## src/sv/newton_reciprocal_divider_u32_core_defines.svh

```systemverilog
// ----------------------------------------------------------------------------
// assertion macros for the reciprocal divider
// each check can be compiled out as a group with ASSERT_OFF
// ----------------------------------------------------------------------------
`ifndef NEWTON_RECIPROCAL_DIVIDER_U32_CORE_DEFINES_SVH
`define NEWTON_RECIPROCAL_DIVIDER_U32_CORE_DEFINES_SVH
`ifndef ASSERT_OFF
// clocked check, quiet while reset is high
`define NRD_ASSERT(lbl, clk, rst, prop, msg) \
   lbl: assert property (@(posedge clk) disable iff (rst) prop) else $error(msg);
// clocked check that also runs through reset
`define NRD_ASSERT_ALWAYS(lbl, clk, prop, msg) \
   lbl: assert property (@(posedge clk) prop) else $error(msg);
`else
`define NRD_ASSERT(lbl, clk, rst, prop, msg)
`define NRD_ASSERT_ALWAYS(lbl, clk, prop, msg)
`endif
`endif

```

## src/sv/nrd_pkg.sv

```systemverilog
// ----------------------------------------------------------------------------
// nrd_pkg
// shared types, sequencer codes and seed tables of the reciprocal divider
// ----------------------------------------------------------------------------
`timescale 1ns / 1ps

package nrd_pkg;

   // newton iterations on the reciprocal
   localparam int unsigned NEWTON_STEPS = 1;
   localparam int unsigned ITER_W       = $clog2(NEWTON_STEPS + 1);

   // leading zero search: halving steps of 16, 8, 4, 2, 1
   localparam int unsigned NORM_STEPS   = 5;
   localparam int unsigned NORM_CNT_W   = 3;

   typedef enum logic [2:0] {
      S_IDLE,
      S_NORM,
      S_GUESS,
      S_XY,
      S_X2Y,
      S_PROD,
      S_SHIFT,
      S_OUT
   } state_type;

   typedef enum logic [3:0] {
      STEP_NONE,
      STEP_LOAD,
      STEP_NORM,
      STEP_GUESS,
      STEP_XY,
      STEP_X2Y,
      STEP_PROD,
      STEP_SHIFT,
      STEP_OUT
   } step_type;

   typedef struct packed {
      step_type                step;
      logic [NORM_CNT_W-1:0]   norm_cnt;
      logic                    ready;
   } ctl_type;

   typedef struct packed {
      logic req_valid;
      logic special;
      logic lz_gt;
      logic out_free;
   } sts_type;

   // rounding numerator: twice 2^23
   localparam int unsigned TBL_N2 = 2 ** 24;

   // seed value round(2^23 / i) for i = 128..255, entry 0 is i = 128
   localparam int unsigned GUESS_VAL [128] = '{
      (TBL_N2 + 128) / (2 * 128), (TBL_N2 + 129) / (2 * 129), (TBL_N2 + 130) / (2 * 130),
      (TBL_N2 + 131) / (2 * 131), (TBL_N2 + 132) / (2 * 132), (TBL_N2 + 133) / (2 * 133),
      (TBL_N2 + 134) / (2 * 134), (TBL_N2 + 135) / (2 * 135), (TBL_N2 + 136) / (2 * 136),
      (TBL_N2 + 137) / (2 * 137), (TBL_N2 + 138) / (2 * 138), (TBL_N2 + 139) / (2 * 139),
      (TBL_N2 + 140) / (2 * 140), (TBL_N2 + 141) / (2 * 141), (TBL_N2 + 142) / (2 * 142),
      (TBL_N2 + 143) / (2 * 143), (TBL_N2 + 144) / (2 * 144), (TBL_N2 + 145) / (2 * 145),
      (TBL_N2 + 146) / (2 * 146), (TBL_N2 + 147) / (2 * 147), (TBL_N2 + 148) / (2 * 148),
      (TBL_N2 + 149) / (2 * 149), (TBL_N2 + 150) / (2 * 150), (TBL_N2 + 151) / (2 * 151),
      (TBL_N2 + 152) / (2 * 152), (TBL_N2 + 153) / (2 * 153), (TBL_N2 + 154) / (2 * 154),
      (TBL_N2 + 155) / (2 * 155), (TBL_N2 + 156) / (2 * 156), (TBL_N2 + 157) / (2 * 157),
      (TBL_N2 + 158) / (2 * 158), (TBL_N2 + 159) / (2 * 159), (TBL_N2 + 160) / (2 * 160),
      (TBL_N2 + 161) / (2 * 161), (TBL_N2 + 162) / (2 * 162), (TBL_N2 + 163) / (2 * 163),
      (TBL_N2 + 164) / (2 * 164), (TBL_N2 + 165) / (2 * 165), (TBL_N2 + 166) / (2 * 166),
      (TBL_N2 + 167) / (2 * 167), (TBL_N2 + 168) / (2 * 168), (TBL_N2 + 169) / (2 * 169),
      (TBL_N2 + 170) / (2 * 170), (TBL_N2 + 171) / (2 * 171), (TBL_N2 + 172) / (2 * 172),
      (TBL_N2 + 173) / (2 * 173), (TBL_N2 + 174) / (2 * 174), (TBL_N2 + 175) / (2 * 175),
      (TBL_N2 + 176) / (2 * 176), (TBL_N2 + 177) / (2 * 177), (TBL_N2 + 178) / (2 * 178),
      (TBL_N2 + 179) / (2 * 179), (TBL_N2 + 180) / (2 * 180), (TBL_N2 + 181) / (2 * 181),
      (TBL_N2 + 182) / (2 * 182), (TBL_N2 + 183) / (2 * 183), (TBL_N2 + 184) / (2 * 184),
      (TBL_N2 + 185) / (2 * 185), (TBL_N2 + 186) / (2 * 186), (TBL_N2 + 187) / (2 * 187),
      (TBL_N2 + 188) / (2 * 188), (TBL_N2 + 189) / (2 * 189), (TBL_N2 + 190) / (2 * 190),
      (TBL_N2 + 191) / (2 * 191), (TBL_N2 + 192) / (2 * 192), (TBL_N2 + 193) / (2 * 193),
      (TBL_N2 + 194) / (2 * 194), (TBL_N2 + 195) / (2 * 195), (TBL_N2 + 196) / (2 * 196),
      (TBL_N2 + 197) / (2 * 197), (TBL_N2 + 198) / (2 * 198), (TBL_N2 + 199) / (2 * 199),
      (TBL_N2 + 200) / (2 * 200), (TBL_N2 + 201) / (2 * 201), (TBL_N2 + 202) / (2 * 202),
      (TBL_N2 + 203) / (2 * 203), (TBL_N2 + 204) / (2 * 204), (TBL_N2 + 205) / (2 * 205),
      (TBL_N2 + 206) / (2 * 206), (TBL_N2 + 207) / (2 * 207), (TBL_N2 + 208) / (2 * 208),
      (TBL_N2 + 209) / (2 * 209), (TBL_N2 + 210) / (2 * 210), (TBL_N2 + 211) / (2 * 211),
      (TBL_N2 + 212) / (2 * 212), (TBL_N2 + 213) / (2 * 213), (TBL_N2 + 214) / (2 * 214),
      (TBL_N2 + 215) / (2 * 215), (TBL_N2 + 216) / (2 * 216), (TBL_N2 + 217) / (2 * 217),
      (TBL_N2 + 218) / (2 * 218), (TBL_N2 + 219) / (2 * 219), (TBL_N2 + 220) / (2 * 220),
      (TBL_N2 + 221) / (2 * 221), (TBL_N2 + 222) / (2 * 222), (TBL_N2 + 223) / (2 * 223),
      (TBL_N2 + 224) / (2 * 224), (TBL_N2 + 225) / (2 * 225), (TBL_N2 + 226) / (2 * 226),
      (TBL_N2 + 227) / (2 * 227), (TBL_N2 + 228) / (2 * 228), (TBL_N2 + 229) / (2 * 229),
      (TBL_N2 + 230) / (2 * 230), (TBL_N2 + 231) / (2 * 231), (TBL_N2 + 232) / (2 * 232),
      (TBL_N2 + 233) / (2 * 233), (TBL_N2 + 234) / (2 * 234), (TBL_N2 + 235) / (2 * 235),
      (TBL_N2 + 236) / (2 * 236), (TBL_N2 + 237) / (2 * 237), (TBL_N2 + 238) / (2 * 238),
      (TBL_N2 + 239) / (2 * 239), (TBL_N2 + 240) / (2 * 240), (TBL_N2 + 241) / (2 * 241),
      (TBL_N2 + 242) / (2 * 242), (TBL_N2 + 243) / (2 * 243), (TBL_N2 + 244) / (2 * 244),
      (TBL_N2 + 245) / (2 * 245), (TBL_N2 + 246) / (2 * 246), (TBL_N2 + 247) / (2 * 247),
      (TBL_N2 + 248) / (2 * 248), (TBL_N2 + 249) / (2 * 249), (TBL_N2 + 250) / (2 * 250),
      (TBL_N2 + 251) / (2 * 251), (TBL_N2 + 252) / (2 * 252), (TBL_N2 + 253) / (2 * 253),
      (TBL_N2 + 254) / (2 * 254), (TBL_N2 + 255) / (2 * 255)
   };

   // seed slope round(2^23 / (i * (i + 1))) for i = 128..255
   localparam int unsigned GUESS_SLP [128] = '{
      (TBL_N2 + 128 * 129) / (2 * 128 * 129), (TBL_N2 + 129 * 130) / (2 * 129 * 130),
      (TBL_N2 + 130 * 131) / (2 * 130 * 131), (TBL_N2 + 131 * 132) / (2 * 131 * 132),
      (TBL_N2 + 132 * 133) / (2 * 132 * 133), (TBL_N2 + 133 * 134) / (2 * 133 * 134),
      (TBL_N2 + 134 * 135) / (2 * 134 * 135), (TBL_N2 + 135 * 136) / (2 * 135 * 136),
      (TBL_N2 + 136 * 137) / (2 * 136 * 137), (TBL_N2 + 137 * 138) / (2 * 137 * 138),
      (TBL_N2 + 138 * 139) / (2 * 138 * 139), (TBL_N2 + 139 * 140) / (2 * 139 * 140),
      (TBL_N2 + 140 * 141) / (2 * 140 * 141), (TBL_N2 + 141 * 142) / (2 * 141 * 142),
      (TBL_N2 + 142 * 143) / (2 * 142 * 143), (TBL_N2 + 143 * 144) / (2 * 143 * 144),
      (TBL_N2 + 144 * 145) / (2 * 144 * 145), (TBL_N2 + 145 * 146) / (2 * 145 * 146),
      (TBL_N2 + 146 * 147) / (2 * 146 * 147), (TBL_N2 + 147 * 148) / (2 * 147 * 148),
      (TBL_N2 + 148 * 149) / (2 * 148 * 149), (TBL_N2 + 149 * 150) / (2 * 149 * 150),
      (TBL_N2 + 150 * 151) / (2 * 150 * 151), (TBL_N2 + 151 * 152) / (2 * 151 * 152),
      (TBL_N2 + 152 * 153) / (2 * 152 * 153), (TBL_N2 + 153 * 154) / (2 * 153 * 154),
      (TBL_N2 + 154 * 155) / (2 * 154 * 155), (TBL_N2 + 155 * 156) / (2 * 155 * 156),
      (TBL_N2 + 156 * 157) / (2 * 156 * 157), (TBL_N2 + 157 * 158) / (2 * 157 * 158),
      (TBL_N2 + 158 * 159) / (2 * 158 * 159), (TBL_N2 + 159 * 160) / (2 * 159 * 160),
      (TBL_N2 + 160 * 161) / (2 * 160 * 161), (TBL_N2 + 161 * 162) / (2 * 161 * 162),
      (TBL_N2 + 162 * 163) / (2 * 162 * 163), (TBL_N2 + 163 * 164) / (2 * 163 * 164),
      (TBL_N2 + 164 * 165) / (2 * 164 * 165), (TBL_N2 + 165 * 166) / (2 * 165 * 166),
      (TBL_N2 + 166 * 167) / (2 * 166 * 167), (TBL_N2 + 167 * 168) / (2 * 167 * 168),
      (TBL_N2 + 168 * 169) / (2 * 168 * 169), (TBL_N2 + 169 * 170) / (2 * 169 * 170),
      (TBL_N2 + 170 * 171) / (2 * 170 * 171), (TBL_N2 + 171 * 172) / (2 * 171 * 172),
      (TBL_N2 + 172 * 173) / (2 * 172 * 173), (TBL_N2 + 173 * 174) / (2 * 173 * 174),
      (TBL_N2 + 174 * 175) / (2 * 174 * 175), (TBL_N2 + 175 * 176) / (2 * 175 * 176),
      (TBL_N2 + 176 * 177) / (2 * 176 * 177), (TBL_N2 + 177 * 178) / (2 * 177 * 178),
      (TBL_N2 + 178 * 179) / (2 * 178 * 179), (TBL_N2 + 179 * 180) / (2 * 179 * 180),
      (TBL_N2 + 180 * 181) / (2 * 180 * 181), (TBL_N2 + 181 * 182) / (2 * 181 * 182),
      (TBL_N2 + 182 * 183) / (2 * 182 * 183), (TBL_N2 + 183 * 184) / (2 * 183 * 184),
      (TBL_N2 + 184 * 185) / (2 * 184 * 185), (TBL_N2 + 185 * 186) / (2 * 185 * 186),
      (TBL_N2 + 186 * 187) / (2 * 186 * 187), (TBL_N2 + 187 * 188) / (2 * 187 * 188),
      (TBL_N2 + 188 * 189) / (2 * 188 * 189), (TBL_N2 + 189 * 190) / (2 * 189 * 190),
      (TBL_N2 + 190 * 191) / (2 * 190 * 191), (TBL_N2 + 191 * 192) / (2 * 191 * 192),
      (TBL_N2 + 192 * 193) / (2 * 192 * 193), (TBL_N2 + 193 * 194) / (2 * 193 * 194),
      (TBL_N2 + 194 * 195) / (2 * 194 * 195), (TBL_N2 + 195 * 196) / (2 * 195 * 196),
      (TBL_N2 + 196 * 197) / (2 * 196 * 197), (TBL_N2 + 197 * 198) / (2 * 197 * 198),
      (TBL_N2 + 198 * 199) / (2 * 198 * 199), (TBL_N2 + 199 * 200) / (2 * 199 * 200),
      (TBL_N2 + 200 * 201) / (2 * 200 * 201), (TBL_N2 + 201 * 202) / (2 * 201 * 202),
      (TBL_N2 + 202 * 203) / (2 * 202 * 203), (TBL_N2 + 203 * 204) / (2 * 203 * 204),
      (TBL_N2 + 204 * 205) / (2 * 204 * 205), (TBL_N2 + 205 * 206) / (2 * 205 * 206),
      (TBL_N2 + 206 * 207) / (2 * 206 * 207), (TBL_N2 + 207 * 208) / (2 * 207 * 208),
      (TBL_N2 + 208 * 209) / (2 * 208 * 209), (TBL_N2 + 209 * 210) / (2 * 209 * 210),
      (TBL_N2 + 210 * 211) / (2 * 210 * 211), (TBL_N2 + 211 * 212) / (2 * 211 * 212),
      (TBL_N2 + 212 * 213) / (2 * 212 * 213), (TBL_N2 + 213 * 214) / (2 * 213 * 214),
      (TBL_N2 + 214 * 215) / (2 * 214 * 215), (TBL_N2 + 215 * 216) / (2 * 215 * 216),
      (TBL_N2 + 216 * 217) / (2 * 216 * 217), (TBL_N2 + 217 * 218) / (2 * 217 * 218),
      (TBL_N2 + 218 * 219) / (2 * 218 * 219), (TBL_N2 + 219 * 220) / (2 * 219 * 220),
      (TBL_N2 + 220 * 221) / (2 * 220 * 221), (TBL_N2 + 221 * 222) / (2 * 221 * 222),
      (TBL_N2 + 222 * 223) / (2 * 222 * 223), (TBL_N2 + 223 * 224) / (2 * 223 * 224),
      (TBL_N2 + 224 * 225) / (2 * 224 * 225), (TBL_N2 + 225 * 226) / (2 * 225 * 226),
      (TBL_N2 + 226 * 227) / (2 * 226 * 227), (TBL_N2 + 227 * 228) / (2 * 227 * 228),
      (TBL_N2 + 228 * 229) / (2 * 228 * 229), (TBL_N2 + 229 * 230) / (2 * 229 * 230),
      (TBL_N2 + 230 * 231) / (2 * 230 * 231), (TBL_N2 + 231 * 232) / (2 * 231 * 232),
      (TBL_N2 + 232 * 233) / (2 * 232 * 233), (TBL_N2 + 233 * 234) / (2 * 233 * 234),
      (TBL_N2 + 234 * 235) / (2 * 234 * 235), (TBL_N2 + 235 * 236) / (2 * 235 * 236),
      (TBL_N2 + 236 * 237) / (2 * 236 * 237), (TBL_N2 + 237 * 238) / (2 * 237 * 238),
      (TBL_N2 + 238 * 239) / (2 * 238 * 239), (TBL_N2 + 239 * 240) / (2 * 239 * 240),
      (TBL_N2 + 240 * 241) / (2 * 240 * 241), (TBL_N2 + 241 * 242) / (2 * 241 * 242),
      (TBL_N2 + 242 * 243) / (2 * 242 * 243), (TBL_N2 + 243 * 244) / (2 * 243 * 244),
      (TBL_N2 + 244 * 245) / (2 * 244 * 245), (TBL_N2 + 245 * 246) / (2 * 245 * 246),
      (TBL_N2 + 246 * 247) / (2 * 246 * 247), (TBL_N2 + 247 * 248) / (2 * 247 * 248),
      (TBL_N2 + 248 * 249) / (2 * 248 * 249), (TBL_N2 + 249 * 250) / (2 * 249 * 250),
      (TBL_N2 + 250 * 251) / (2 * 250 * 251), (TBL_N2 + 251 * 252) / (2 * 251 * 252),
      (TBL_N2 + 252 * 253) / (2 * 252 * 253), (TBL_N2 + 253 * 254) / (2 * 253 * 254),
      (TBL_N2 + 254 * 255) / (2 * 254 * 255), (TBL_N2 + 255 * 256) / (2 * 255 * 256)
   };

endpackage

```

## src/sv/nrd_req_if.sv

```systemverilog
// ----------------------------------------------------------------------------
// nrd_req_if
// operand channel: dividend and divisor with valid / ready
// ----------------------------------------------------------------------------
`timescale 1ns / 1ps

interface nrd_req_if;
   logic        valid;
   logic        ready;
   logic [31:0] dividend;
   logic [31:0] divisor;

   modport source (output valid, output dividend, output divisor, input ready);
   modport sink   (input valid, input dividend, input divisor, output ready);
endinterface

```

## src/sv/nrd_rsp_if.sv

```systemverilog
// ----------------------------------------------------------------------------
// nrd_rsp_if
// result channel: quotient and divide by zero flag with valid / ready
// ----------------------------------------------------------------------------
`timescale 1ns / 1ps

interface nrd_rsp_if;
   logic        valid;
   logic        ready;
   logic [31:0] quotient;
   logic        divide_by_zero;

   modport source (output valid, output quotient, output divide_by_zero, input ready);
   modport sink   (input valid, input quotient, input divide_by_zero, output ready);
endinterface

```

## src/sv/newton_reciprocal_divider_u32_core.sv

```systemverilog
// ----------------------------------------------------------------------------
// newton_reciprocal_divider_u32_core
// approximate 32-bit unsigned divider through a newton refined reciprocal
//
// usage
//   req_ch takes one item of dividend and divisor when valid and ready are
//   both high; ready is high only while the sequencer is idle
//   rsp_ch returns one item per request: quotient and divide_by_zero
//   divisor zero gives an all-ones quotient with the flag set; zero dividend
//   gives zero; both go from the accept straight to the output load
//   a normal item runs a five-step leading zero search, a seed lookup,
//   two products per newton step, the final product, the shift and the
//   output load in that order, with the one multiplier in nrd_fxmul shared;
//   ready returns in the cycle after the output load, so the core takes
//   no new item before the last one has reached the output register
//   a result sits in the output register until rsp_ch.ready; the core may
//   already take and work on the next item, and holds its result until the
//   output register is free
//   synchronous reset empties the output register and returns the
//   sequencer to idle; payload registers keep their contents
// ----------------------------------------------------------------------------
`timescale 1ns / 1ps
`include "newton_reciprocal_divider_u32_core_defines.svh"

module newton_reciprocal_divider_u32_core (
   input  logic          clock,
   input  logic          reset,
   nrd_req_if.sink       req_ch,
   nrd_rsp_if.source     rsp_ch
);

   nrd_pkg::ctl_type ctl;
   nrd_pkg::sts_type sts;

   // working registers
   logic [31:0] num_ff;
   logic [31:0] num_in;
   logic [31:0] den_ff;
   logic [31:0] den_in;
   logic [4:0]  zn_ff;
   logic [4:0]  zn_in;
   logic [4:0]  zd_ff;
   logic [4:0]  zd_in;
   logic [31:0] x_ff;
   logic [31:0] x_in;
   logic [31:0] p_ff;
   logic [31:0] p_in;
   logic [31:0] res_ff;
   logic [31:0] res_in;
   logic        dbz_ff;
   logic        dbz_in;

   // output register
   logic        rsp_valid_ff;
   logic        rsp_valid_in;
   logic [31:0] rsp_q_ff;
   logic [31:0] rsp_q_in;
   logic        rsp_dbz_ff;
   logic        rsp_dbz_in;

   // shared unit and helpers
   logic [31:0] mul_a;
   logic [31:0] mul_b;
   logic [31:0] mul_p;
   logic [31:0] num_norm;
   logic [31:0] den_norm;
   logic [4:0]  zn_add;
   logic [4:0]  zd_add;
   logic [6:0]  seed_idx;
   logic [31:0] seed_val;
   logic [31:0] seed_slp;
   logic [31:0] dx;
   logic [31:0] corr;
   logic [4:0]  shamt;
   logic        out_free;
   logic        out_load;

   nrd_ctrl u_ctrl (
      .clock (clock),
      .reset (reset),
      .sts   (sts),
      .ctl   (ctl)
   );

   nrd_norm_step u_norm_num (
      .cnt     (ctl.norm_cnt),
      .val     (num_ff),
      .val_out (num_norm),
      .add     (zn_add)
   );

   nrd_norm_step u_norm_den (
      .cnt     (ctl.norm_cnt),
      .val     (den_ff),
      .val_out (den_norm),
      .add     (zd_add)
   );

   nrd_fxmul u_mul (
      .a (mul_a),
      .b (mul_b),
      .p (mul_p)
   );

   // seed lookup, bit 31 of the normalized divisor is always set
   assign seed_idx = den_ff[30:24];
   assign seed_val = {nrd_pkg::GUESS_VAL[seed_idx][15:0], 16'h0000};
   assign seed_slp = {nrd_pkg::GUESS_SLP[seed_idx][15:0], 16'h0000};
   assign dx       = {den_ff[23:0], 8'h00};
   // no slope correction on an exact table point
   assign corr     = (dx == 32'h0) ? 32'h0 : mul_p;

   // right shift by 31 - (zd - zn)
   assign shamt    = ~(zd_ff - zn_ff);

   assign out_free = !rsp_valid_ff || rsp_ch.ready;
   assign out_load = (ctl.step == nrd_pkg::STEP_OUT) && out_free;

   always_comb begin
      sts.req_valid = req_ch.valid;
      sts.special   = (req_ch.divisor == 32'h0) || (req_ch.dividend == 32'h0);
      sts.lz_gt     = (zn_ff > zd_ff);
      sts.out_free  = out_free;
   end

   // multiplier operand select
   always_comb begin
      unique case (ctl.step)
         nrd_pkg::STEP_GUESS: begin
            mul_a = seed_slp;
            mul_b = dx;
         end
         nrd_pkg::STEP_XY: begin
            mul_a = x_ff;
            mul_b = den_ff;
         end
         nrd_pkg::STEP_X2Y: begin
            mul_a = x_ff;
            mul_b = p_ff;
         end
         nrd_pkg::STEP_PROD: begin
            mul_a = x_ff;
            mul_b = num_ff;
         end
         default: begin
            mul_a = x_ff;
            mul_b = p_ff;
         end
      endcase
   end

   // datapath next values
   always_comb begin
      num_in = num_ff;
      den_in = den_ff;
      zn_in  = zn_ff;
      zd_in  = zd_ff;
      x_in   = x_ff;
      p_in   = p_ff;
      res_in = res_ff;
      dbz_in = dbz_ff;
      unique case (ctl.step)
         nrd_pkg::STEP_LOAD: begin
            num_in = req_ch.dividend;
            den_in = req_ch.divisor;
            zn_in  = 5'd0;
            zd_in  = 5'd0;
            // zero result stays in place for a zero dividend or a too small one
            dbz_in = (req_ch.divisor == 32'h0);
            res_in = (req_ch.divisor == 32'h0) ? 32'hFFFF_FFFF : 32'h0;
         end
         nrd_pkg::STEP_NORM: begin
            num_in = num_norm;
            den_in = den_norm;
            zn_in  = zn_ff + zn_add;
            zd_in  = zd_ff + zd_add;
         end
         nrd_pkg::STEP_GUESS: begin
            x_in = seed_val - corr;
         end
         nrd_pkg::STEP_XY: begin
            p_in = mul_p;
         end
         nrd_pkg::STEP_X2Y: begin
            // x + (x - 2 * x * x * d)
            x_in = x_ff + (x_ff - {mul_p[30:0], 1'b0});
         end
         nrd_pkg::STEP_PROD: begin
            p_in = mul_p;
         end
         nrd_pkg::STEP_SHIFT: begin
            res_in = p_ff >> shamt;
         end
         default: begin
            num_in = num_ff;
         end
      endcase
   end

   always_ff @(posedge clock) begin
      num_ff <= num_in;
      den_ff <= den_in;
      zn_ff  <= zn_in;
      zd_ff  <= zd_in;
      x_ff   <= x_in;
      p_ff   <= p_in;
      res_ff <= res_in;
      dbz_ff <= dbz_in;
   end

   // output register
   always_comb begin
      rsp_q_in   = out_load ? res_ff : rsp_q_ff;
      rsp_dbz_in = out_load ? dbz_ff : rsp_dbz_ff;
      priority if (out_load) begin
         rsp_valid_in = 1'b1;
      end else if (rsp_ch.ready) begin
         rsp_valid_in = 1'b0;
      end else begin
         rsp_valid_in = rsp_valid_ff;
      end
   end

   always_ff @(posedge clock) begin
      if (reset) begin
         rsp_valid_ff <= 1'b0;
      end else begin
         rsp_valid_ff <= rsp_valid_in;
      end
   end

   always_ff @(posedge clock) begin
      rsp_q_ff   <= rsp_q_in;
      rsp_dbz_ff <= rsp_dbz_in;
   end

   assign req_ch.ready          = ctl.ready;
   assign rsp_ch.valid          = rsp_valid_ff;
   assign rsp_ch.quotient       = rsp_q_ff;
   assign rsp_ch.divide_by_zero = rsp_dbz_ff;

   // checks
   `NRD_ASSERT(a_dbz_all_ones, clock, reset,
      rsp_ch.valid && rsp_ch.divide_by_zero |-> rsp_ch.quotient == 32'hFFFF_FFFF,
      "divide by zero item without all-ones quotient")
   `NRD_ASSERT(a_busy_after_accept, clock, reset,
      req_ch.valid && req_ch.ready |=> !req_ch.ready,
      "ready high right after an accepted item")
   `NRD_ASSERT(a_norm_msb, clock, reset,
      ctl.step == nrd_pkg::STEP_XY |-> den_ff[31],
      "divisor not normalized at newton step")
   `NRD_ASSERT(a_prod_order, clock, reset,
      ctl.step == nrd_pkg::STEP_PROD |-> zn_ff <= zd_ff,
      "final product reached with dividend below divisor scale")

endmodule

```

## src/sv/nrd_fxmul.sv

```systemverilog
// ----------------------------------------------------------------------------
// nrd_fxmul
// shared 0.32 fixed point multiplier, word zero stands for 1.0
// ----------------------------------------------------------------------------
`timescale 1ns / 1ps

module nrd_fxmul (
   input  logic [31:0] a,
   input  logic [31:0] b,
   output logic [31:0] p
);

   logic [31:0] hh;
   logic [31:0] hl;
   logic [31:0] lh;
   logic [31:0] ll;
   logic [31:0] mid;
   logic [31:0] full;

   assign hh   = {16'h0000, a[31:16]} * {16'h0000, b[31:16]};
   assign hl   = {16'h0000, a[31:16]} * {16'h0000, b[15:0]};
   assign lh   = {16'h0000, a[15:0]}  * {16'h0000, b[31:16]};
   assign ll   = {16'h0000, a[15:0]}  * {16'h0000, b[15:0]};
   // middle sum wraps at 32 bits
   assign mid  = hl + lh;
   assign full = hh + {16'h0000, mid[31:16]} + {31'h0, ll[31]};

   always_comb begin
      priority if (a == 32'h0) begin
         p = b;
      end else if (b == 32'h0) begin
         p = a;
      end else begin
         p = full;
      end
   end

endmodule

```

## src/sv/nrd_norm_step.sv

```systemverilog
// ----------------------------------------------------------------------------
// nrd_norm_step
// one halving step of the leading zero search and left shift
// ----------------------------------------------------------------------------
`timescale 1ns / 1ps

module nrd_norm_step (
   input  logic [nrd_pkg::NORM_CNT_W-1:0] cnt,
   input  logic [31:0]                    val,
   output logic [31:0]                    val_out,
   output logic [4:0]                     add
);

   always_comb begin
      val_out = val;
      add     = 5'd0;
      unique case (cnt)
         3'd0: begin
            if (val[31:16] == 16'h0) begin
               val_out = {val[15:0], 16'h0};
               add     = 5'd16;
            end
         end
         3'd1: begin
            if (val[31:24] == 8'h0) begin
               val_out = {val[23:0], 8'h0};
               add     = 5'd8;
            end
         end
         3'd2: begin
            if (val[31:28] == 4'h0) begin
               val_out = {val[27:0], 4'h0};
               add     = 5'd4;
            end
         end
         3'd3: begin
            if (val[31:30] == 2'b00) begin
               val_out = {val[29:0], 2'b00};
               add     = 5'd2;
            end
         end
         3'd4: begin
            if (!val[31]) begin
               val_out = {val[30:0], 1'b0};
               add     = 5'd1;
            end
         end
         default: begin
            val_out = val;
            add     = 5'd0;
         end
      endcase
   end

endmodule

```

## src/sv/nrd_ctrl.sv

```systemverilog
// ----------------------------------------------------------------------------
// nrd_ctrl
// sequencer that walks one division through the shared multiplier
// ----------------------------------------------------------------------------
`timescale 1ns / 1ps

module nrd_ctrl (
   input  logic             clock,
   input  logic             reset,
   input  nrd_pkg::sts_type sts,
   output nrd_pkg::ctl_type ctl
);

   nrd_pkg::state_type                 state_ff;
   nrd_pkg::state_type                 state_in;
   logic [nrd_pkg::NORM_CNT_W-1:0]     norm_cnt_ff;
   logic [nrd_pkg::NORM_CNT_W-1:0]     norm_cnt_in;
   logic [nrd_pkg::ITER_W-1:0]         iter_ff;
   logic [nrd_pkg::ITER_W-1:0]         iter_in;
   logic                               norm_last;
   logic                               iter_last;

   assign norm_last = (norm_cnt_ff == nrd_pkg::NORM_CNT_W'(nrd_pkg::NORM_STEPS - 1));
   assign iter_last = (iter_ff == nrd_pkg::ITER_W'(nrd_pkg::NEWTON_STEPS - 1));

   always_ff @(posedge clock) begin
      if (reset) begin
         state_ff    <= nrd_pkg::S_IDLE;
         norm_cnt_ff <= '0;
         iter_ff     <= '0;
      end else begin
         state_ff    <= state_in;
         norm_cnt_ff <= norm_cnt_in;
         iter_ff     <= iter_in;
      end
   end

   // next state
   always_comb begin
      state_in = state_ff;
      unique case (state_ff)
         nrd_pkg::S_IDLE: begin
            if (sts.req_valid) begin
               state_in = sts.special ? nrd_pkg::S_OUT : nrd_pkg::S_NORM;
            end
         end
         nrd_pkg::S_NORM: begin
            if (norm_last) begin
               state_in = nrd_pkg::S_GUESS;
            end
         end
         nrd_pkg::S_GUESS: begin
            state_in = sts.lz_gt ? nrd_pkg::S_OUT : nrd_pkg::S_XY;
         end
         nrd_pkg::S_XY: begin
            state_in = nrd_pkg::S_X2Y;
         end
         nrd_pkg::S_X2Y: begin
            state_in = iter_last ? nrd_pkg::S_PROD : nrd_pkg::S_XY;
         end
         nrd_pkg::S_PROD: begin
            state_in = nrd_pkg::S_SHIFT;
         end
         nrd_pkg::S_SHIFT: begin
            state_in = nrd_pkg::S_OUT;
         end
         nrd_pkg::S_OUT: begin
            if (sts.out_free) begin
               state_in = nrd_pkg::S_IDLE;
            end
         end
         default: begin
            state_in = nrd_pkg::S_IDLE;
         end
      endcase
   end

   // step counters
   always_comb begin
      norm_cnt_in = norm_cnt_ff;
      iter_in     = iter_ff;
      unique case (state_ff)
         nrd_pkg::S_IDLE:  norm_cnt_in = '0;
         nrd_pkg::S_NORM:  norm_cnt_in = norm_cnt_ff + 1'b1;
         nrd_pkg::S_GUESS: iter_in     = '0;
         nrd_pkg::S_X2Y:   iter_in     = iter_ff + 1'b1;
         default: begin
            norm_cnt_in = norm_cnt_ff;
            iter_in     = iter_ff;
         end
      endcase
   end

   // outputs
   always_comb begin
      ctl.ready    = (state_ff == nrd_pkg::S_IDLE);
      ctl.norm_cnt = norm_cnt_ff;
      unique case (state_ff)
         nrd_pkg::S_IDLE:  ctl.step = sts.req_valid ? nrd_pkg::STEP_LOAD : nrd_pkg::STEP_NONE;
         nrd_pkg::S_NORM:  ctl.step = nrd_pkg::STEP_NORM;
         nrd_pkg::S_GUESS: ctl.step = nrd_pkg::STEP_GUESS;
         nrd_pkg::S_XY:    ctl.step = nrd_pkg::STEP_XY;
         nrd_pkg::S_X2Y:   ctl.step = nrd_pkg::STEP_X2Y;
         nrd_pkg::S_PROD:  ctl.step = nrd_pkg::STEP_PROD;
         nrd_pkg::S_SHIFT: ctl.step = nrd_pkg::STEP_SHIFT;
         nrd_pkg::S_OUT:   ctl.step = nrd_pkg::STEP_OUT;
         default:          ctl.step = nrd_pkg::STEP_NONE;
      endcase
   end

endmodule

```

## src/flat_wrapper.sv

```systemverilog
// flat-port wrapper written by rule: the top's interface ports become plain ports
module newton_reciprocal_divider_u32_core_flat 
  (clock, reset, req_ch_valid, req_ch_dividend, req_ch_divisor, req_ch_ready, rsp_ch_valid, rsp_ch_quotient, rsp_ch_divide_by_zero, rsp_ch_ready);
  nrd_req_if req_ch_i ();
  nrd_rsp_if rsp_ch_i ();
  input  logic clock;
  input  logic reset;
  input wire logic [$bits(req_ch_i.valid)-1:0] req_ch_valid;
  input wire logic [$bits(req_ch_i.dividend)-1:0] req_ch_dividend;
  input wire logic [$bits(req_ch_i.divisor)-1:0] req_ch_divisor;
  output wire logic [$bits(req_ch_i.ready)-1:0] req_ch_ready;
  output wire logic [$bits(rsp_ch_i.valid)-1:0] rsp_ch_valid;
  output wire logic [$bits(rsp_ch_i.quotient)-1:0] rsp_ch_quotient;
  output wire logic [$bits(rsp_ch_i.divide_by_zero)-1:0] rsp_ch_divide_by_zero;
  input wire logic [$bits(rsp_ch_i.ready)-1:0] rsp_ch_ready;
  assign req_ch_i.valid = req_ch_valid;
  assign req_ch_i.dividend = req_ch_dividend;
  assign req_ch_i.divisor = req_ch_divisor;
  assign req_ch_ready = req_ch_i.ready;
  assign rsp_ch_valid = rsp_ch_i.valid;
  assign rsp_ch_quotient = rsp_ch_i.quotient;
  assign rsp_ch_divide_by_zero = rsp_ch_i.divide_by_zero;
  assign rsp_ch_i.ready = rsp_ch_ready;
  newton_reciprocal_divider_u32_core u_core (.clock(clock), .reset(reset), .req_ch(req_ch_i), .rsp_ch(rsp_ch_i));
endmodule
```

## config.mk

```make
export PLATFORM = sky130hd
export DESIGN_NAME = newton_reciprocal_divider_u32_core_flat
export DESIGN_NICKNAME = d
export VERILOG_FILES = /design/src/sv/nrd_pkg.sv /design/src/sv/nrd_req_if.sv /design/src/sv/nrd_rsp_if.sv /design/src/sv/newton_reciprocal_divider_u32_core.sv /design/src/sv/nrd_fxmul.sv /design/src/sv/nrd_norm_step.sv /design/src/sv/nrd_ctrl.sv /design/src/flat_wrapper.sv
export VERILOG_INCLUDE_DIRS = /design/src /design/src/sv
export SDC_FILE = /design/constraint.sdc
export NUM_CORES = 2
export LEC_CHECK = 0
export BUFFER_PORTS_ARGS = -buffer_cell sky130_fd_sc_hd__clkbuf_2
export CAP_MARGIN = 20
export CORE_AREA = 2 2 347 383
export DETAILED_ROUTE_END_ITERATION = 8
export DIE_AREA = 0 0 349 385
export GPL_ROUTABILITY_DRIVEN = 0
export RECOVER_POWER = 50
export SETUP_SLACK_MARGIN = 0.02
export SYNTH_ARGS = -nofsm -noshare
export SYNTH_HDL_FRONTEND = slang
export SYNTH_SLANG_ARGS = --single-unit
```

## constraint.sdc

```tcl
create_clock -name clock -period 27.2 [get_ports clock]
set_input_delay 1.36 -clock clock [delete_from_list [all_inputs] [get_ports clock]]
set_output_delay 1.36 -clock clock [all_outputs]
set_load 0.01 [all_outputs]
```

# Word level (Yosys, flattened, before mapping)
# Memories as Yosys holds them, arrays and structs flattened.
# Index checks and enable logic that the tools add are counted.
[classes]
add_sub_neg = 11
multipliers = 4
magnitude_cmp = 2
eq_ne = 33
n_shift = 1
mux = 53
bitwise_logic = 2
reduce_logical = 31
[ops]
columns = ["cell", "n"]
rows = [
  ["32-bit 2-to-1 mux", 15],
  ["32-bit case mux with 5 select lines", 2],
  ["32-bit case mux with 2 select lines", 4],
  ["32-bit zero test", 5],
  ["16-bit by 16-bit multiplier with 32-bit output", 4],
  ["32-bit case mux with 3 select lines", 1],
  ["32-bit adder", 2],
  ["16-bit 2-to-1 mux", 4],
  ["32-bit subtractor", 2],
  ["5-bit case mux with 5 select lines", 2],
  ["32-bit by 1-bit adder with 32-bit output", 1],
  ["32-bit by 16-bit adder with 32-bit output", 1],
  ["16-bit zero test", 2],
  ["4-bit case mux with 8 select lines", 1],
  ["32-bit by 5-bit >> shifter with 32-bit output", 1],
  ["3-bit inequality test, second input constant", 10],
  ["3-bit 2-to-1 mux", 8],
  ["3-bit case mux with 8 select lines", 1],
  ["5-bit case mux with 2 select lines", 2],
  ["4-bit by 3-bit == test with 1-bit output, second input constant", 4],
  ["8-bit zero test", 2],
  ["3-bit == test, second input constant", 5],
  ["7-bit AND reduction", 2],
  ["3-bit by 2-bit == test with 1-bit output, second input constant", 4],
  ["31 further kinds", 52],
]
[word_totals]
ff_bits = 212
romBits = 8192
inputBits = 68
output_inout_bits = 35
n_memories = 2
[memory_table]
columns = ["memory", "depth", "width", "read_ports", "rd_ports_with_merged_regs", "wr", "line", "text"]
rows = [
  ["(no name shown)", 128, 32, 1, 0, 0, "newton_reciprocal_divider_u32_core.sv:108", "assign seed_slp = {nrd_pkg::GUESS_SLP[seed_idx][15:0], 16'h0000};"],
  ["(no name shown)", 128, 32, 1, 0, 0, "newton_reciprocal_divider_u32_core.sv:107", "assign seed_val = {nrd_pkg::GUESS_VAL[seed_idx][15:0], 16'h0000};"],
]

# Logic depth before layout (Yosys ltp)
[logic_depth]
depth_word = 14
mapped_depth = 75
mapped_depth_nobuf = 71

# Cells and area by module
# From an unflattened synthesis, not the netlist that was laid out.
[unflattened]
hier_cells = 6455
area_unflattened_um2 = 54861.4
[modules_own_cells]
columns = ["mod", "instances", "cells_per_inst", "area_per_inst_um2"]
rows = [
  ["nrd_fxmul", 1, 3935, 34269.1],
  ["newton_reciprocal_divider_u32_core", 1, 1939, 16584.7],
  ["nrd_norm_step at u_core.u_norm_den", 1, 297, 1909.3],
  ["nrd_norm_step at u_core.u_norm_num", 1, 228, 1651.6],
  ["nrd_ctrl", 1, 56, 446.7],
]

# Worst setup path before layout
# OpenSTA, ideal clock, no wires.
[synth_timing]
path_type = "reg2reg"
from = "register u_core.den_ff[26]"
to = "register u_core.x_ff[31] (data pin)"
setup_time_ns = 0.260
arrival_time_ns = 16.321
t_required_ns = 26.940
slack_ns = 10.619
stages_incl_launch_ff = 65
path_buffers = 6
period_less_slack_ns = 16.581
path_cell_list = "edfxtp_1 -> buf_2 -> inv_1 -> clkbuf_1 -> buf_1 -> ha_1 -> clkbuf_1 -> mux2_1 -> a21oi_1 -> a221oi_1 -> a211o_1 -> clkbuf_1 -> clkbuf_1 -> nand2_1 -> fa_1 -> fa_1 -> fa_1 -> fa_1 -> [... 29 more ...] -> xnor2_1 -> mux2_2 -> o21ai_1 -> inv_1 -> ha_1 -> and3_1 -> a221oi_1 -> o21bai_1 -> a41o_1 -> a41oi_1 -> a21oi_1 -> a41o_1 -> o41a_1 -> nand4_1 -> o211ai_1 -> xor2_1 -> xnor2_1 -> mux2_2"
[synth_between]
elab_chain_len = 14
elab_cells_between_ends = 24
cone_classes = "6 x add/sub; 3 x mul; 10 x mux; 1 x bitwise; 2 x reduce/logical; 2 x memory"
[synth_rtl]
columns = ["item", "line", "text"]
rows = [
  ["start, declared", "newton_reciprocal_divider_u32_core.sv:38", "logic [31:0] den_ff;"],
  ["start signal, assigned", "newton_reciprocal_divider_u32_core.sv:202", "den_ff <= den_in;"],
  ["7-bit inverter with 8-bit output (not written as such)", "newton_reciprocal_divider_u32_core.sv:108", ""],
  ["memory read 128 x 32 bit", "-", ""],
  ["16-bit 2-to-1 mux (not written as such) (2 in series)", "newton_reciprocal_divider_u32_core.sv:108", ""],
  ["32-bit 2-to-1 mux", "newton_reciprocal_divider_u32_core.sv:128", "unique case (ctl.step)"],
  ["16-bit by 16-bit multiplier with 32-bit output", "nrd_fxmul.sv:21", "assign hl = {16'h0000, a[31:16]} * {16'h0000, b[15:0]};"],
  ["32-bit adder", "nrd_fxmul.sv:25", "assign mid = hl + lh;"],
  ["32-bit by 16-bit adder with 32-bit output", "nrd_fxmul.sv:26", "assign full = hh + {16'h0000, mid[31:16]} + {31'h0, ll[31]};"],
  ["32-bit by 1-bit adder with 32-bit output", "nrd_fxmul.sv:26", ""],
  ["32-bit 2-to-1 mux", "nrd_fxmul.sv:31", "end else if (b == 32'h0) begin"],
  ["32-bit 2-to-1 mux (*)", "nrd_fxmul.sv:29", "priority if (a == 32'h0) begin"],
  ["via u_core.mul_p[11]", "newton_reciprocal_divider_u32_core.sv:64", "logic [31:0] mul_p;"],
  ["32-bit subtractor or 32-bit 2-to-1 mux (tied branches)", "newton_reciprocal_divider_u32_core.sv:186, newton_reciprocal_divider_u32_core.sv:111", ""],
  ["32-bit adder or 32-bit subtractor (tied branches)", "newton_reciprocal_divider_u32_core.sv:186, newton_reciprocal_divider_u32_core.sv:179", ""],
  ["32-bit case mux with 2 select lines (*)", "newton_reciprocal_divider_u32_core.sv:162", "unique case (ctl.step)"],
  ["via u_core.x_in[31]", "newton_reciprocal_divider_u32_core.sv:45", "logic [31:0] x_in;"],
  ["end signal, assigned", "newton_reciprocal_divider_u32_core.sv:205", "x_ff <= x_in;"],
  ["end, declared", "newton_reciprocal_divider_u32_core.sv:44", "logic [31:0] x_ff;"],
]
# Mark *: on every way through the listed nets, which the timed path passes. The rest lies on a longest branch. The select of a mux whose other input is x is not followed.
# A chain may end at the register's enable or synchronous reset.

# Worst setup path after layout
[layout_timing]
from = "register u_core.u_ctrl.state_ff[0]"
to = "register u_core.x_ff[31] (data pin)"
[layout_between]
elab_chain_len = 13
elab_cells_between_ends = 31
cone_classes = "6 x add/sub; 4 x mul; 11 x eq/ne; 7 x mux; 3 x reduce/logical"
[layout_rtl]
columns = ["item", "line", "text"]
rows = [
  ["start, declared", "nrd_ctrl.sv:14", "nrd_pkg::state_type state_ff;"],
  ["start signal, assigned", "nrd_ctrl.sv:28", "state_ff <= nrd_pkg::S_IDLE;"],
  ["start signal, assigned", "nrd_ctrl.sv:32", "state_ff <= state_in;"],
  ["3-bit == test, or another cell as far along", "nrd_ctrl.sv:98", "unique case (state_ff)"],
  ["4-bit case mux with 8 select lines (*)", "nrd_ctrl.sv:98", ""],
  ["4-bit by 3-bit == test with 1-bit output or 4-bit by 2-bit == test with 1-bit output (tied branches)", "newton_reciprocal_divider_u32_core.sv:128", ""],
  ["32-bit case mux with 3 select lines or 32-bit 2-to-1 mux (tied branches)", "newton_reciprocal_divider_u32_core.sv:128", ""],
  ["16-bit by 16-bit multiplier with 32-bit output (on tied branches)", "nrd_fxmul.sv:21, nrd_fxmul.sv:22", ""],
  ["32-bit adder", "nrd_fxmul.sv:25", ""],
  ["32-bit by 16-bit adder with 32-bit output", "nrd_fxmul.sv:26", ""],
  ["32-bit by 1-bit adder with 32-bit output", "nrd_fxmul.sv:26", ""],
  ["32-bit 2-to-1 mux", "nrd_fxmul.sv:31", ""],
  ["32-bit 2-to-1 mux (*)", "nrd_fxmul.sv:29", ""],
  ["via u_core.mul_p[24]", "newton_reciprocal_divider_u32_core.sv:64", ""],
  ["32-bit subtractor or 32-bit 2-to-1 mux (tied branches)", "newton_reciprocal_divider_u32_core.sv:186, newton_reciprocal_divider_u32_core.sv:111", ""],
  ["32-bit adder or 32-bit subtractor (tied branches)", "newton_reciprocal_divider_u32_core.sv:186, newton_reciprocal_divider_u32_core.sv:179", ""],
  ["32-bit case mux with 2 select lines (*)", "newton_reciprocal_divider_u32_core.sv:162", ""],
  ["via u_core.x_in[31]", "newton_reciprocal_divider_u32_core.sv:45", ""],
]
# Mark *: on every way through the listed nets, which the timed path passes. The rest lies on a longest branch.

==> results_dict.tcl <==
set metrics [dict create \
    outcome "finished with violations" \
    violations "design-rule violations, max-capacitance violations, max-slew violations" \
    endpoint_kind "register" \
    max_stage_delay_ns 1.80 \
    areaGrowthSynthToFinish_pct 6.32 \
    post_cts_buffers 0 \
    synth-xor-area-share_pct 1.94 \
    cap_violations 6 \
    postSynthAreaPerCell_sq_um 8.43 \
    final_cells 7764 \
    fin_ws_ns 7.97 \
    cts_buffer_depth 3 \
    drc 26 \
    setup_violations 0 \
    ctsResizeCount 0 \
    post-route-period-util_pct 70.7 \
    synth_edf_count 204 \
    ys_dominant_reg_cell "edfxtp_1" \
    synthSimpleGateAreaFrac_pct 16.3 \
    ant_nets 0 \
    dp_slack_ns 9.14 \
    cts.clk_slew.worst_paths_ns 0.06 \
    via_per_inst 5.81 \
    synth.top_cell.area_share_pct 32.8 \
    synth_cell_types 89 \
    hold_buffers 0 \
    fillerInstances 12900 \
    initial_core_util_pct 39.9 \
    cts_tree "yes" \
    placementRows 139 \
    hp-class "register to register" \
    synthAdderAreaFrac_pct 44.4 \
    die_area_sq_mm 0.134 \
    vias 45100 \
    dp_hpwl_um 135000 \
    post-synth-top-area-cell "fa_1" \
    synth_compound_area_share_pct 12.6 \
    globalRouteTotalUtil_pct 27.0 \
    seq_area_frac_synth_pct 12.1 \
    antenna_found_initial 5 \
    critPathArrivalTime_ns 19.54 \
    drv_slew 297 \
    critPathTopFamily "adder cells" \
    pin_count 103 \
    grt_max_degree 106 \
    synth_top_family_by_area "adder cells" \
    port_buffers 102 \
    wl_per_cell_um 23.4 \
    hold_viol 0 \
    syn_inst 6161 \
    cts_root_buf "clkbuf_16" \
    r2r_slack_ns 7.97 \
    synthArstFlopShare_pct 0 \
    worstMarginPinSlew_ns 4.12 \
    rsz0062_at_grt "no" \
    finalWirelength_um 182000 \
    max-slew-margin-rel_pct -175 \
    clock-sinks 212 \
    synth_area_sq_mm 0.0520 \
    crit_top_cell "fa_1" \
    grt_pass1_vias 45800 \
    ys_warn_count 0 \
    die_x_um 349 \
    drtIter0Drc 5249 \
    gr-total-overflow 0 \
    die_h_um 385 \
    ys_ff_latch 212 \
    synthTopCellsByArea "fa_1, edfxtp_1, ha_1" \
    clock_latency_ns 0.56 \
    critPathKind "register to register" \
    worst_ep_required_time_ns 27.51 \
    numCtsBuffers 25 \
    tns_ns 0 \
    htree_levels 1 \
    dpl_cell_area_sq_mm 0.0544 \
    synthMuxAreaShare_pct 1.95 \
    first_pass_iters 9 \
    syn_nets 7564 \
    grt_pass1_wl_um 277000 \
    final.min_clock_period_ns 19.23 \
    worst_setup_path_start_kind "register" \
    cp_num_buf_inv 10 \
    fin_skew_ns 0.0125 \
    nets 7453 \
    stdcell_area_sq_mm 0.0552 \
    drive_above_1_share_pct 6.00 \
    dp.cells 7714 \
    core_region_area_sq_mm 0.130 \
    fmax_ghz 0.0520 \
    crit_path_max_fanout 56 \
    cp_slowest_cell "clkbuf_1" \
]
Yosys cell counts, types with 23 or more instances:
| library cell | instances |
|---|---|
| o211ai_1 | 27 |
| buf_1 | 33 |
| a31oi_1 | 23 |
| mux2i_1 | 35 |
| buf_2 | 29 |
| xor2_1 | 40 |
| nor2b_1 | 48 |
| o21ai_0 | 260 |
| edfxtp_1 | 204 |
| a211oi_1 | 36 |
| a21o_1 | 52 |
| nor2_1 | 624 |
| a21boi_0 | 25 |
| a222oi_1 | 62 |
| nor3_1 | 46 |
| a22o_1 | 24 |
| fa_1 | 850 |
| and2_1 | 56 |
| mux4_2 | 24 |
| nand2_1 | 942 |
| o21a_1 | 35 |
| nand2b_1 | 44 |
| nand3_1 | 84 |
| nand4_1 | 23 |
| inv_1 | 1065 |
| xnor2_1 | 75 |
| clkbuf_1 | 328 |
| a21oi_1 | 191 |
| and3_1 | 26 |
| nor4_1 | 40 |
| ha_1 | 485 |
through the flow:
stage	hold slack, ns	utilization (%)
2_1_floorplan	0.400	-
3_3_place_gp	0.402	41.8
3_5_place_dp	0.405	41.8
4_1_cts	0.420	42.4
5_1_grt	0.424	42.4
6_report	0.419	42.4
worst paths after layout:
kind | start | to | cells past startpoint
worst max register to register | u_core.u_ctrl.state_ff[0]$_SDFFE_PP0P_ | u_core.x_ff[31]$_DFFE_PP_ | 64
worst min register to register | u_core.res_ff[12]$_DFFE_PP_ | u_core.rsp_ch.quotient[12]$_DFFE_PP_ | 0
worst max-delay path | u_core.u_ctrl.state_ff[0]$_SDFFE_PP0P_ | u_core.x_ff[31]$_DFFE_PP_ | 64
worst min-delay path | u_core.res_ff[12]$_DFFE_PP_ | u_core.rsp_ch.quotient[12]$_DFFE_PP_ | 0
sequential cells by signal (all words and copies together) (netlist names):
| register | cells |
|---|---|
| u_core.den_ff | 32 |
| u_core.num_ff | 32 |
| u_core.p_ff | 32 |
| u_core.res_ff | 32 |
| u_core.rsp_ch.quotient | 32 |
| u_core.x_ff | 32 |
| u_core.zd_ff | 5 |
| u_core.zn_ff | 5 |
| u_core.u_ctrl.norm_cnt_ff | 3 |
| u_core.u_ctrl.state_ff | 3 |
| u_core.dbz_ff | 1 |
| u_core.rsp_ch.divide_by_zero | 1 |
| u_core.rsp_ch.valid | 1 |
| u_core.u_ctrl.iter_ff | 1 |
routing by layer:
layer	vias to the layer above	global-route usage, %	wire (um)
met2	2376	43.8	83200
li1	19600	-	-
met1	22400	33.7	68700
met4	2	15.3	12500
met5	-	0	11
met3	663	5.35	17300
cell type report:
cell class                      count  area (sq um)  share of cell area (%)
Multi-Input combinational cell   4487         40300                    73.0
Timing Repair Buffer              257          1620                    2.94
Antenna cell                        4          10.0                  0.0181
Tap cell                         1692          2120                    3.83
Clock inverter                     18           253                   0.458
Clock buffer                       27           633                    1.15
Sequential cell                   212          6290                    11.4
Inverter                         1067          4010                    7.25
worst reg2reg max path: cells and delay by family (launching register included):
family          cells  cell delay, ns
compound gates     25            6.51
flops               1            0.31
fa+ha+maj          15            6.84
mux                 1            0.25
xor+xnor            3            0.45
simple gates       10            1.62
buf+inv            10            3.02
cells in the final DEF (no fill, tap or decap), drive strengths merged, types with 48 or more instances in the layout:
cell type  count
nor2         625
xnor2         75
a21o          52
nor2b         48
edfxtp       204
o21ai        280
nand3         84
a21oi        192
nand2        942
buf          150
clkbuf       134
ha           485
a222oi        62
fa           850
and2          58
inv         1071
cells by family (layout without fill, tap and decap cells):
logic type | Yosys count | in the layout
AO/OA/AOI/OAI | 972 | 972
XOR/XNOR | 115 | 115
adder cells (fa/ha/maj) | 1335 | 1335
buffers and inverters | 1462 | 1369
flip-flops | 212 | 212
multiplexers | 70 | 70
other | 0 | 4
AND/OR/NAND/NOR | 1995 | 1995
Power is not shown: default switching activity piles up to over one toggle a cycle in this logic, so the estimate is an artifact.
